--- src/rtl/stsg_pkg.sv ---
// ----------------------------------------------------------------------------
// Stepper trapezoid step generator package
// Register indexes, register reset values and field widths shared by the
// step generator and its port checker.
// ----------------------------------------------------------------------------
`default_nettype none

package stsg_pkg;

    localparam int unsigned PERIOD_W    = 16;
    localparam int unsigned SHIFT_W     = 4;
    localparam int unsigned CFG_INDEX_W = 3;
    localparam int unsigned CFG_DATA_W  = 16;
    localparam int unsigned POS_PORT_W  = 32;

    typedef logic [PERIOD_W-1:0]    period_t;
    typedef logic [SHIFT_W-1:0]     shift_t;
    typedef logic [CFG_INDEX_W-1:0] cfg_index_t;

    localparam cfg_index_t REG_SLOWEST_PERIOD = 3'd0;
    localparam cfg_index_t REG_CRUISE_PERIOD  = 3'd1;
    localparam cfg_index_t REG_PERIOD_STEP    = 3'd2;
    localparam cfg_index_t REG_BRAKE_SHIFT    = 3'd3;
    localparam cfg_index_t REG_STOP_WINDOW    = 3'd4;

    localparam period_t RST_SLOWEST_PERIOD = 16'd2000;
    localparam period_t RST_CRUISE_PERIOD  = 16'd200;
    localparam period_t RST_PERIOD_STEP    = 16'd4;
    localparam shift_t  RST_BRAKE_SHIFT    = 4'd2;
    localparam period_t RST_STOP_WINDOW    = 16'd0;

    // Smallest usable period; a zero slowest or cruise period is raised to it.
    localparam period_t MIN_PERIOD = 16'd1;

endpackage

`default_nettype wire

--- src/rtl/stepper_trapezoid_step_generator.sv ---
// ----------------------------------------------------------------------------
// Stepper trapezoid step generator
// Trapezoidal speed ramp with two-phase quadrature step outputs, driven by
// one step-timer expiry per request.
// ----------------------------------------------------------------------------
// Usage:
//   Each input request is either a timer tick carrying the target position
//   (s_kind = 0) or a preset that loads the current position (s_kind = 1).
//   Every request yields exactly one result on the m_ channel: the timer
//   reload for the next interval, the quadrature levels, the step flag, the
//   direction, the commanded position and the at-rest flag.
//   The result is registered: it is loaded at the edge that accepts the
//   request. Throughput is one request per cycle unless the receiver stalls;
//   the ramp state (period, direction, phases, position) is updated in the
//   same edge that loads the result register; the next request sees it at once.
//   When the receiver stalls, the result register holds its value and
//   s_ready stays high only if the held result is taken in that cycle.
//   Configuration writes on the cfg_ channel are always accepted and should
//   only be made while no result is pending.
//   Reset empties the result register and restores the configuration registers
//   and the ramp state to their defaults (period at the slowest period, forward).
// ----------------------------------------------------------------------------
`default_nettype none

module stepper_trapezoid_step_generator
    import stsg_pkg::*;
#(
    parameter int unsigned POSITION_BITS = 32
) (
    input  wire logic                     aclk,
    input  wire logic                     aresetn,

    input  wire logic                     s_valid,
    output logic                          s_ready,
    input  wire logic                     s_kind,
    input  wire logic signed [31:0]       s_position,

    output logic                          m_valid,
    input  wire logic                     m_ready,
    output logic [15:0]                   m_next_period,
    output logic                          m_phase_a,
    output logic                          m_phase_b,
    output logic                          m_stepped,
    output logic                          m_moving_forward,
    output logic signed [31:0]            m_current_position,
    output logic                          m_at_rest,

    input  wire logic                     cfg_valid,
    output logic                          cfg_ready,
    input  wire logic [CFG_INDEX_W-1:0]   cfg_index,
    input  wire logic [CFG_DATA_W-1:0]    cfg_data
);

    typedef logic [POSITION_BITS-1:0] pos_t;

    // Configuration registers
    period_t slowest_reg, cruise_reg, step_reg, window_reg;
    shift_t  shift_reg;

    // Ramp state
    pos_t    pos_reg,    pos_next;
    period_t period_reg, period_next;
    logic    dir_reg,    dir_next;
    logic    pha_reg,    pha_next;
    logic    phb_reg,    phb_next;

    // Result register
    logic    m_valid_reg;
    period_t out_period_reg;
    logic    out_pha_reg, out_phb_reg, out_stepped_reg, out_dir_reg, out_rest_reg;
    logic signed [31:0] out_pos_reg;

    logic    s_accept;
    period_t slow_eff, cruise_raw, cruise_eff, dep;
    pos_t    target, stop_pos, dis, dep_ext;
    logic [PERIOD_W:0] cruise_plus_step, period_plus_step;
    logic    rest, stepped, toward, far;
    logic signed [63:0] target_wide, pos_wide;

    assign cfg_ready = 1'b1;
    assign s_ready   = !m_valid_reg || m_ready;
    assign s_accept  = s_valid && s_ready;

    always_ff @(posedge aclk) begin
        if (!aresetn) begin
            slowest_reg <= RST_SLOWEST_PERIOD;
            cruise_reg  <= RST_CRUISE_PERIOD;
            step_reg    <= RST_PERIOD_STEP;
            shift_reg   <= RST_BRAKE_SHIFT;
            window_reg  <= RST_STOP_WINDOW;
        end else if (cfg_valid) begin
            unique case (cfg_index)
                REG_SLOWEST_PERIOD: slowest_reg <= cfg_data;
                REG_CRUISE_PERIOD:  cruise_reg  <= cfg_data;
                REG_PERIOD_STEP:    step_reg    <= cfg_data;
                REG_BRAKE_SHIFT:    shift_reg   <= cfg_data[SHIFT_W-1:0];
                REG_STOP_WINDOW:    window_reg  <= cfg_data;
                default: ;
            endcase
        end
    end

    always_comb begin
        slow_eff   = (slowest_reg == '0) ? MIN_PERIOD : slowest_reg;
        cruise_raw = (cruise_reg == '0) ? MIN_PERIOD : cruise_reg;
        cruise_eff = (cruise_raw > slow_eff) ? slow_eff : cruise_raw;

        target_wide = 64'(s_position);
        target      = target_wide[POSITION_BITS-1:0];

        // Braking distance saturates to zero when the period is above slowest.
        dep      = (period_reg < slow_eff) ? period_t'((slow_eff - period_reg) >> shift_reg)
                                           : '0;
        dep_ext  = POSITION_BITS'(dep);
        stop_pos = dir_reg ? (pos_reg + dep_ext) : (pos_reg - dep_ext);
        dis      = target - stop_pos;

        cruise_plus_step = {1'b0, cruise_eff} + {1'b0, step_reg};
        period_plus_step = {1'b0, period_reg} + {1'b0, step_reg};
        toward = (dis[POSITION_BITS-1] == !dir_reg);
        far    = (dis != '0) && (dis != pos_t'(1)) && (dis != '1);

        pos_next    = pos_reg;
        period_next = period_reg;
        dir_next    = dir_reg;
        pha_next    = pha_reg;
        phb_next    = phb_reg;
        rest        = 1'b0;
        stepped     = 1'b0;

        if (s_kind) begin
            pos_next = target;
        end else if (target == pos_reg && dep <= window_reg) begin
            period_next = slow_eff;
            rest        = 1'b1;
        end else begin
            if (toward) begin
                if ({1'b0, period_reg} > cruise_plus_step) begin
                    if (far) begin
                        period_next = period_reg - step_reg;
                    end
                end else begin
                    period_next = cruise_eff;
                end
            end else begin
                // Reverse only once the motor has slowed to standstill speed.
                if (period_reg == slow_eff) begin
                    dir_next = !dir_reg;
                end
                if (period_plus_step < {1'b0, slow_eff}) begin
                    period_next = period_plus_step[PERIOD_W-1:0];
                end else begin
                    period_next = slow_eff;
                end
            end

            if (dir_next) begin
                if (pha_reg == phb_reg) begin
                    pha_next = !pha_reg;
                end else begin
                    phb_next = !phb_reg;
                end
                pos_next = pos_reg + pos_t'(1);
            end else begin
                if (pha_reg == phb_reg) begin
                    phb_next = !phb_reg;
                end else begin
                    pha_next = !pha_reg;
                end
                pos_next = pos_reg - pos_t'(1);
            end
            stepped = 1'b1;
        end

        pos_wide = 64'(signed'(pos_next));
    end

    always_ff @(posedge aclk) begin
        if (!aresetn) begin
            pos_reg     <= '0;
            period_reg  <= RST_SLOWEST_PERIOD;
            dir_reg     <= 1'b1;
            pha_reg     <= 1'b0;
            phb_reg     <= 1'b0;
            m_valid_reg <= 1'b0;
        end else begin
            if (s_accept) begin
                pos_reg     <= pos_next;
                period_reg  <= period_next;
                dir_reg     <= dir_next;
                pha_reg     <= pha_next;
                phb_reg     <= phb_next;
                m_valid_reg <= 1'b1;
            end else if (m_ready) begin
                m_valid_reg <= 1'b0;
            end
        end
    end

    always_ff @(posedge aclk) begin
        if (s_accept) begin
            out_period_reg  <= period_next;
            out_pha_reg     <= pha_next;
            out_phb_reg     <= phb_next;
            out_stepped_reg <= stepped;
            out_dir_reg     <= dir_next;
            out_pos_reg     <= pos_wide[31:0];
            out_rest_reg    <= rest;
        end
    end

    assign m_valid            = m_valid_reg;
    assign m_next_period      = out_period_reg;
    assign m_phase_a          = out_pha_reg;
    assign m_phase_b          = out_phb_reg;
    assign m_stepped          = out_stepped_reg;
    assign m_moving_forward   = out_dir_reg;
    assign m_current_position = out_pos_reg;
    assign m_at_rest          = out_rest_reg;

endmodule

`default_nettype wire

--- config.mk ---
export PLATFORM = sky130hd
export DESIGN_NAME = stepper_trapezoid_step_generator
export DESIGN_NICKNAME = d
export VERILOG_FILES = /design/src/rtl/stsg_pkg.sv /design/src/rtl/stepper_trapezoid_step_generator.sv
export SDC_FILE = /design/constraint.sdc
export NUM_CORES = 1
export LEC_CHECK = 0
export BUFFER_PORTS_ARGS = -buffer_cell sky130_fd_sc_hd__buf_2
export CAP_MARGIN = 20
export CORE_MARGIN = 2
export CORE_UTILIZATION = 24
export DETAILED_ROUTE_END_ITERATION = 10
export PLACE_DENSITY = 0.46
export SLEW_MARGIN = 40
export SYNTH_ARGS = -nofsm -noshare
export SYNTH_HDL_FRONTEND = slang
export SYNTH_SLANG_ARGS = --single-unit
--- constraint.sdc ---
create_clock -name aclk -period 23.2 [get_ports aclk]
set_input_delay 2.32 -clock aclk [delete_from_list [all_inputs] [get_ports aclk]]
set_output_delay 2.32 -clock aclk [all_outputs]
set_load 0.01 [all_outputs]
==> reports/metrics.csv, run 1 <==
metric,value,unit
Hold Crit Class,flop to flop,
number of DRC markers in iteration 0,1755,
Post-DP HPWL,60700,microns
sequential share of the synthesized area,20.8,%
CP Max Fanout,22,
Setup Viol. Count Final,0,
Yosys reg bits,173,
post-CTS sizing,0,
Hold Path Depth,2,
routability cong.,0.935,
Reg2Reg Setup Slack,9.84,ns
Final Routed Wirelength,77600,microns
count of unique library cells instantiated by Yosys,95,
crit path kind,flop to flop,
Hold Path Origin,window_reg[12],
R2R depth,55,
total grt overflow,0,
CP arrival,13.65,ns
f_max,0.0749,GHz
endpoint type of the worst setup path,flop,
NumNets Final,2812,
I/O pin count,113,
P&R area growth vs syn,10.5,%
Syn Area/Cell,7.43,sq um
Slew headroom,41.0,%
RSZ-0062 raised after global routing,false,
post-route design area,21200,sq um
outcome,finished clean,
CTS tree,done,
clock slew at reported path FFs,0.08,ns
Reg-to-Reg Start,slowest_reg[7],
Fill cells,8833,
# H-tree levels,4,
drt pass-1 iters,6,
die area,82400,sq um
layout cells sized above 1,9.23,%
Register Area,3990,sq um
die height,287,microns
largest net degree at the start of global routing,98,
DRC,0,
initial core utilization,24.3,%
Worst-Skew Late Latency,0.52,ns
worst slack at placement,10.07,ns
IO buf count,111,
min cycle time layout,13.36,ns
pwr/cell area,140,nW/um^2
type of origin of the critical path,flop,
CTS Buffer Depth,2,
Num Clock Sinks,173,
Num CTS Buffers,17,
Rows,103,
Detail Route Antenna Nets,0,
Max VDD drop,0.0743,mV
Syn. warnings,0,
Post-synth EDFFs,53,
Area after DPL,20600,sq um
postcts setup bufs,0,
Critical Path RT,23.50,ns
Static Leak,8.48,nW
Slew @ Worst Pin,0.876,ns
Fin. Hold Viols,0,
Fin Setup TNS,0,ns
"most common cell after layout, fill and taps aside",nand2_1,
CTS root buffer,clkbuf_16,
Die Wd,287,microns
core footprint,79100,sq um
Syn Std Cell Area,19200,sq um
largest stage delay on the critical path,0.66,ns
Max Cap Violations,0,
Inserted Diodes,0,
drt wl/cell,21.4,microns
"Core Util, Final",26.8,%
Syn Inst Count,2587,
Final Cycle Share,57.6,%
most frequent cells in the layout,"nand2_1 (274), a21oi_1 (241), nor2_1 (204)",
first-pass GRT wire length,114000,microns
Final Worst Setup Slack,9.84,ns
Global Route Usage Sum,18.5,%
asr flop ratio synth,0,%
syn nets,2834,
initial antenna violation count,0,
DR vias/cell,5.29,
CTS Hold Bufs,0,
number of global-route vias before repair,17552,
"Slew Viols, Final",0,
skew final,0.0195,ns
multi-input logic area,14000,sq um
RR Endpoint,m_current_position[12],
Min-Delay Endpoint,window_reg[12],
DR vias,19199,
Crit-path slowest cell,dfxtp_1,
"Top FF cell, synth",dfxtp_1,
==> Yosys cell counts, drive strengths merged, types with 40 or more instances <==
cell	count	share of area, %
xnor2	109	5.0
ha	185	12
xor2	69	3.1
a21oi	242	6.3
o21ai	156	4.1
clkbuf	150	2.9
a21o	45	1.8
nor4	40	1.3
edfxtp	53	8.3
dfxtp	120	12
nor3	62	1.6
nor2	205	4.0
nand4	44	1.4
inv	149	2.9
nand3	63	1.6
nand2	277	5.4
==> how the worst max path moves through the flow <==
stage / from / endpoint / slack (ns) / depth (start not counted)
3_3_place_gp: slowest_reg[7] / m_current_position[12] / 10.36 / 55
6_report: slowest_reg[7] / m_current_position[12] / 9.84 / 55
2_1_floorplan: slowest_reg[7] / m_current_position[20] / 11.97 / 53
5_1_grt: slowest_reg[7] / m_current_position[12] / 8.75 / 53
3_5_place_dp: slowest_reg[7] / m_current_position[12] / 10.07 / 55
4_1_cts: slowest_reg[7] / m_current_position[12] / 10.03 / 55
==> final cells by class <==
class	count	share of cell area, %
clock inverters	13	0.766
clock buffers	19	2.19
inverters	152	2.70
flip-flops and latches	173	18.8
multi-input cells	2091	66.0
repair buffers	130	3.36
well taps	1050	6.19
==> cells by family after synthesis <==
kind of cell	count (synthesis)	synth area share [%]
AOI/OAI and AO/OA	774	26.2
xor gates and xnor gates	179	8.23
adders and majority gates	193	12.7
buffers and inverters	323	6.38
DFF	173	20.8
muxes	56	3.34
other	1	0.0195
and+or+nand+nor	888	22.4
==> critical path, delay by kind of cell, from the launching register on <==
| family | cells | cell delay, ns |
|---|---|---|
| AO/OA/AOI/OAI | 24 | 5.03 |
| flip-flops | 1 | 0.66 |
| buffers and inverters | 4 | 0.60 |
| multiplexers | 2 | 0.55 |
| adder cells (fa/ha/maj) | 6 | 1.65 |
| XOR/XNOR | 5 | 1.09 |
| AND/OR/NAND/NOR | 14 | 3.52 |
==> report_power, final <==
part	internal [mW]	switching (mW)	leakage, nW
Combinational	0.820	1.40	6.67
Sequential	0.361	0.0556	1.50
Clock	0.163	0.162	0.307
Total	1.34	1.62	8.48
==> metal layers <==
| layer | track usage, % | wire length [microns] |
|---|---|---|
| met1 | 25.2 | 35700 |
| met2 | 30.4 | 36300 |
| met3 | 3.20 | 4240 |
| met4 | 4.04 | 1440 |
| met5 | 0 | 0 |
==> through the flow <==
| stage | instances | hold slack [ns] | power (mW) |
|---|---|---|---|
| after detailed placement | 3596 | 0.447 | 2.61 |
| after CTS | 3628 | 0.459 | 2.95 |
| after global placement | 3596 | 0.444 | 2.63 |
| final | 3628 | 0.456 | 2.96 |
| after floorplan | 2587 | 0.436 | 1.98 |
| after global routing | 3628 | 0.475 | 3.20 |
(Power assumes the default switching activity.)
==> run 2: changes to the inputs <==
==> constraint.sdc (replaced) <==
create_clock -name aclk -period 12.8 [get_ports aclk]
set_input_delay 1.28 -clock aclk [delete_from_list [all_inputs] [get_ports aclk]]
set_output_delay 1.28 -clock aclk [all_outputs]
set_load 0.01 [all_outputs]
==> run 2 against run 1 <==
Die area is the same. Clock-buffer cell count shrank 2. Critical endpoint is now m_current_position[8]. Clock skew grew 0.0013 ns. Largest cell class unchanged. Highest routed layer unchanged.
==> reports/metrics.csv, run 2 (same netlist as run 1, synthesis figures left out) <==
metric,value,unit,change
outcome,finished clean,,unchanged
f_max,0.0841,GHz,was 0.0749 GHz
Slew @ Worst Pin,0.852,ns,was 0.876 ns
WHS,0.458,ns,was 0.456 ns
initial core utilization,24.3,%,unchanged
Critical Path RT,13.02,ns,was 23.50 ns
"delay-heaviest family, CP",compound AO/OA/AOI/OAI gates,,unchanged
Comb pwr share,75.9,%,was 75.0%
clock slew at reported path FFs,0.08,ns,about the same
I/O pin count,113,,unchanged
critical path startpoint,slowest_reg[9],,was slowest_reg[7]
routability cong.,0.923,,was 0.935
Slew headroom,42.6,%,was 41.0%
CP Depth,53,,was 55
Area after DPL,20700,sq um,was 20600 sq um
timing endpoint of the critical path,m_current_position[8],,was m_current_position[12]
Fin Setup TNS,0,ns,unchanged
# H-tree levels,4,,unchanged
min cycle time layout,11.90,ns,was 13.36 ns
DR vias,19166,,was 19199
Final Routed Wirelength,77200,microns,was 77600 microns
sw frac,54.7,%,about the same
postcts setup bufs,0,,unchanged
Num CTS Buffers,17,,unchanged
clock power share,10.3,%,was 11.0%
Final Worst Setup Slack,0.904,ns,was 9.84 ns
"non-filler cells, final",3643,,was 3628
Detail Route Antenna Nets,0,,unchanged
Num Clock Sinks,173,,unchanged
cell internal pwr,2.45,mW,was 1.34 mW
Global Route Usage Sum,18.4,%,was 18.5%
die area,82400,sq um,unchanged
largest net degree at the start of global routing,90,,was 98
P_sw,2.96,mW,was 1.62 mW
CTS Hold Bufs,0,,unchanged
"most common cell after layout, fill and taps aside",nand2_1,,unchanged
type of origin of the critical path,flop,,unchanged
CTS Buffer Depth,2,,unchanged
drt pass-1 iters,5,,was 6
sequential share of power,13.8,%,was 14.0%
Hold Crit Class,flop to flop,,unchanged
post-route design area,21400,sq um,was 21200 sq um
most frequent cells in the layout,"nand2_1 (275), a21oi_1 (241), nor2_1 (202)",,"was nand2_1 (274), a21oi_1 (241), nor2_1 (204)"
Reg-to-Reg Start,slowest_reg[9],,was slowest_reg[7]
skew final,0.0208,ns,was 0.0195 ns
Static Leak,8.55,nW,was 8.48 nW
die height,287,microns,unchanged
crit path kind,flop to flop,,unchanged
Max Cap Violations,0,,unchanged
drt wl/cell,21.2,microns,was 21.4 microns
number of DRC markers in iteration 0,1543,,was 1755
Final Cycle Share,92.9,%,was 57.6%
CP arrival,12.12,ns,was 13.65 ns
Fill cells,8824,,was 8833
CTS tree,done,,unchanged
total grt overflow,0,,unchanged
largest stage delay on the critical path,0.51,ns,was 0.66 ns
DRC,0,,unchanged
RR Endpoint,m_current_position[8],,was m_current_position[12]
Worst-Skew Late Latency,0.51,ns,was 0.52 ns
worst slack at placement,0.453,ns,was 10.07 ns
P&R area growth vs syn,11.3,%,was 10.5%
pwr/cell area,253,nW/um^2,was 140 nW/um^2
NumNets Final,2827,,was 2812
DR vias/cell,5.26,,was 5.29
Fin. Hold Viols,0,,unchanged
R2R depth,53,,was 55
Crit-path slowest cell,o21ai_0,,was dfxtp_1
Setup Viol. Count Final,0,,unchanged
initial antenna violation count,1,,was 0
placed cells,3611,,was 3596
Die Wd,287,microns,unchanged
Reg2Reg Setup Slack,0.90,ns,was 9.84 ns
"Core Util, Final",27.0,%,was 26.8%
Rows,103,,unchanged
first-pass GRT wire length,116000,microns,was 114000 microns
Inserted Diodes,0,,unchanged
CP Max Fanout,11,,was 22
Max VDD drop,0.104,mV,was 0.0743 mV
CTS root buffer,clkbuf_16,,unchanged
number of global-route vias before repair,17959,,was 17552
"Slew Viols, Final",0,,unchanged
Post-DP HPWL,60900,microns,was 60700 microns
core footprint,79100,sq um,unchanged
layout cells sized above 1,10.2,%,was 9.23%
Bufs and invs on worst path,2,,was 4
Tot Pwr,5.41,mW,was 2.96 mW
IO buf count,111,,unchanged
endpoint type of the worst setup path,flop,,unchanged
[run 2: cell count changes in the layout (fill, tap and decap cells not counted), moves of 2 or more]
cell,change
buf_4,+16
inv_6,-3
nor2_1,-2
o31ai_1,-2
nor2_2,+2
inv_8,+3
o311ai_0,-2
[run 2: worst reg2reg max path: cells and delay by family, from the launching register on]
kind,cells,cell delay [ns]
fa+ha+maj,5,1.35
mux,1,0.27
simple gates,16,2.91
buf+inv,2,0.20
xor+xnor,5,0.93
compound gates,24,5.46
flops,1,0.49
[run 2: timing repair]
action | in CTS | in global routing
endpoints found under the setup margin | 0 | 50
hold endpoints to repair | 0 | 0
resized for setup | 0 | 13
[run 2: cell type report]
cell class                      count  area (sq um)  share of cell area, %
Clock inverter                     15           170                  0.796
Timing Repair Buffer              145           823                   3.85
Inverter                          152           574                   2.68
Multi-Input combinational cell   2091         14100                   65.9
Tap cell                         1050          1310                   6.14
Clock buffer                       17           425                   1.99
Sequential cell                   173          4000                   18.7
[run 2: worst min-delay path by stage]
stage                          end  cells past startpoint      startpoint
floorplan            cruise_reg[0]                      2   cruise_reg[0]
global placement    window_reg[13]                      2  window_reg[13]
detailed placement   window_reg[4]                      2   window_reg[4]
CTS                  window_reg[4]                      2   window_reg[4]
global route         window_reg[2]                      2   window_reg[2]
finish               window_reg[4]                      2   window_reg[4]
[run 2: power by group through the flow]
stage,Combinational [mW],Sequential (mW),Clock [mW]
after floorplan,2.87,0.723,0
after global placement,4.05,0.756,0
after detailed placement,4.02,0.755,0
after CTS,4.04,0.743,0.578
after global routing,4.50,0.752,0.591
final,4.11,0.744,0.558
[run 2: routing by layer]
layer / global-route usage [%] / share of wire [%] / vias up
li1: - / - / 9395
met1: 25.4 / 47 / 9134
met2: 30.4 / 47 / 564
met3: 1.97 / 4.5 / 73
met4: 5.14 / 2.1 / 0
met5: 0 / 0 / -
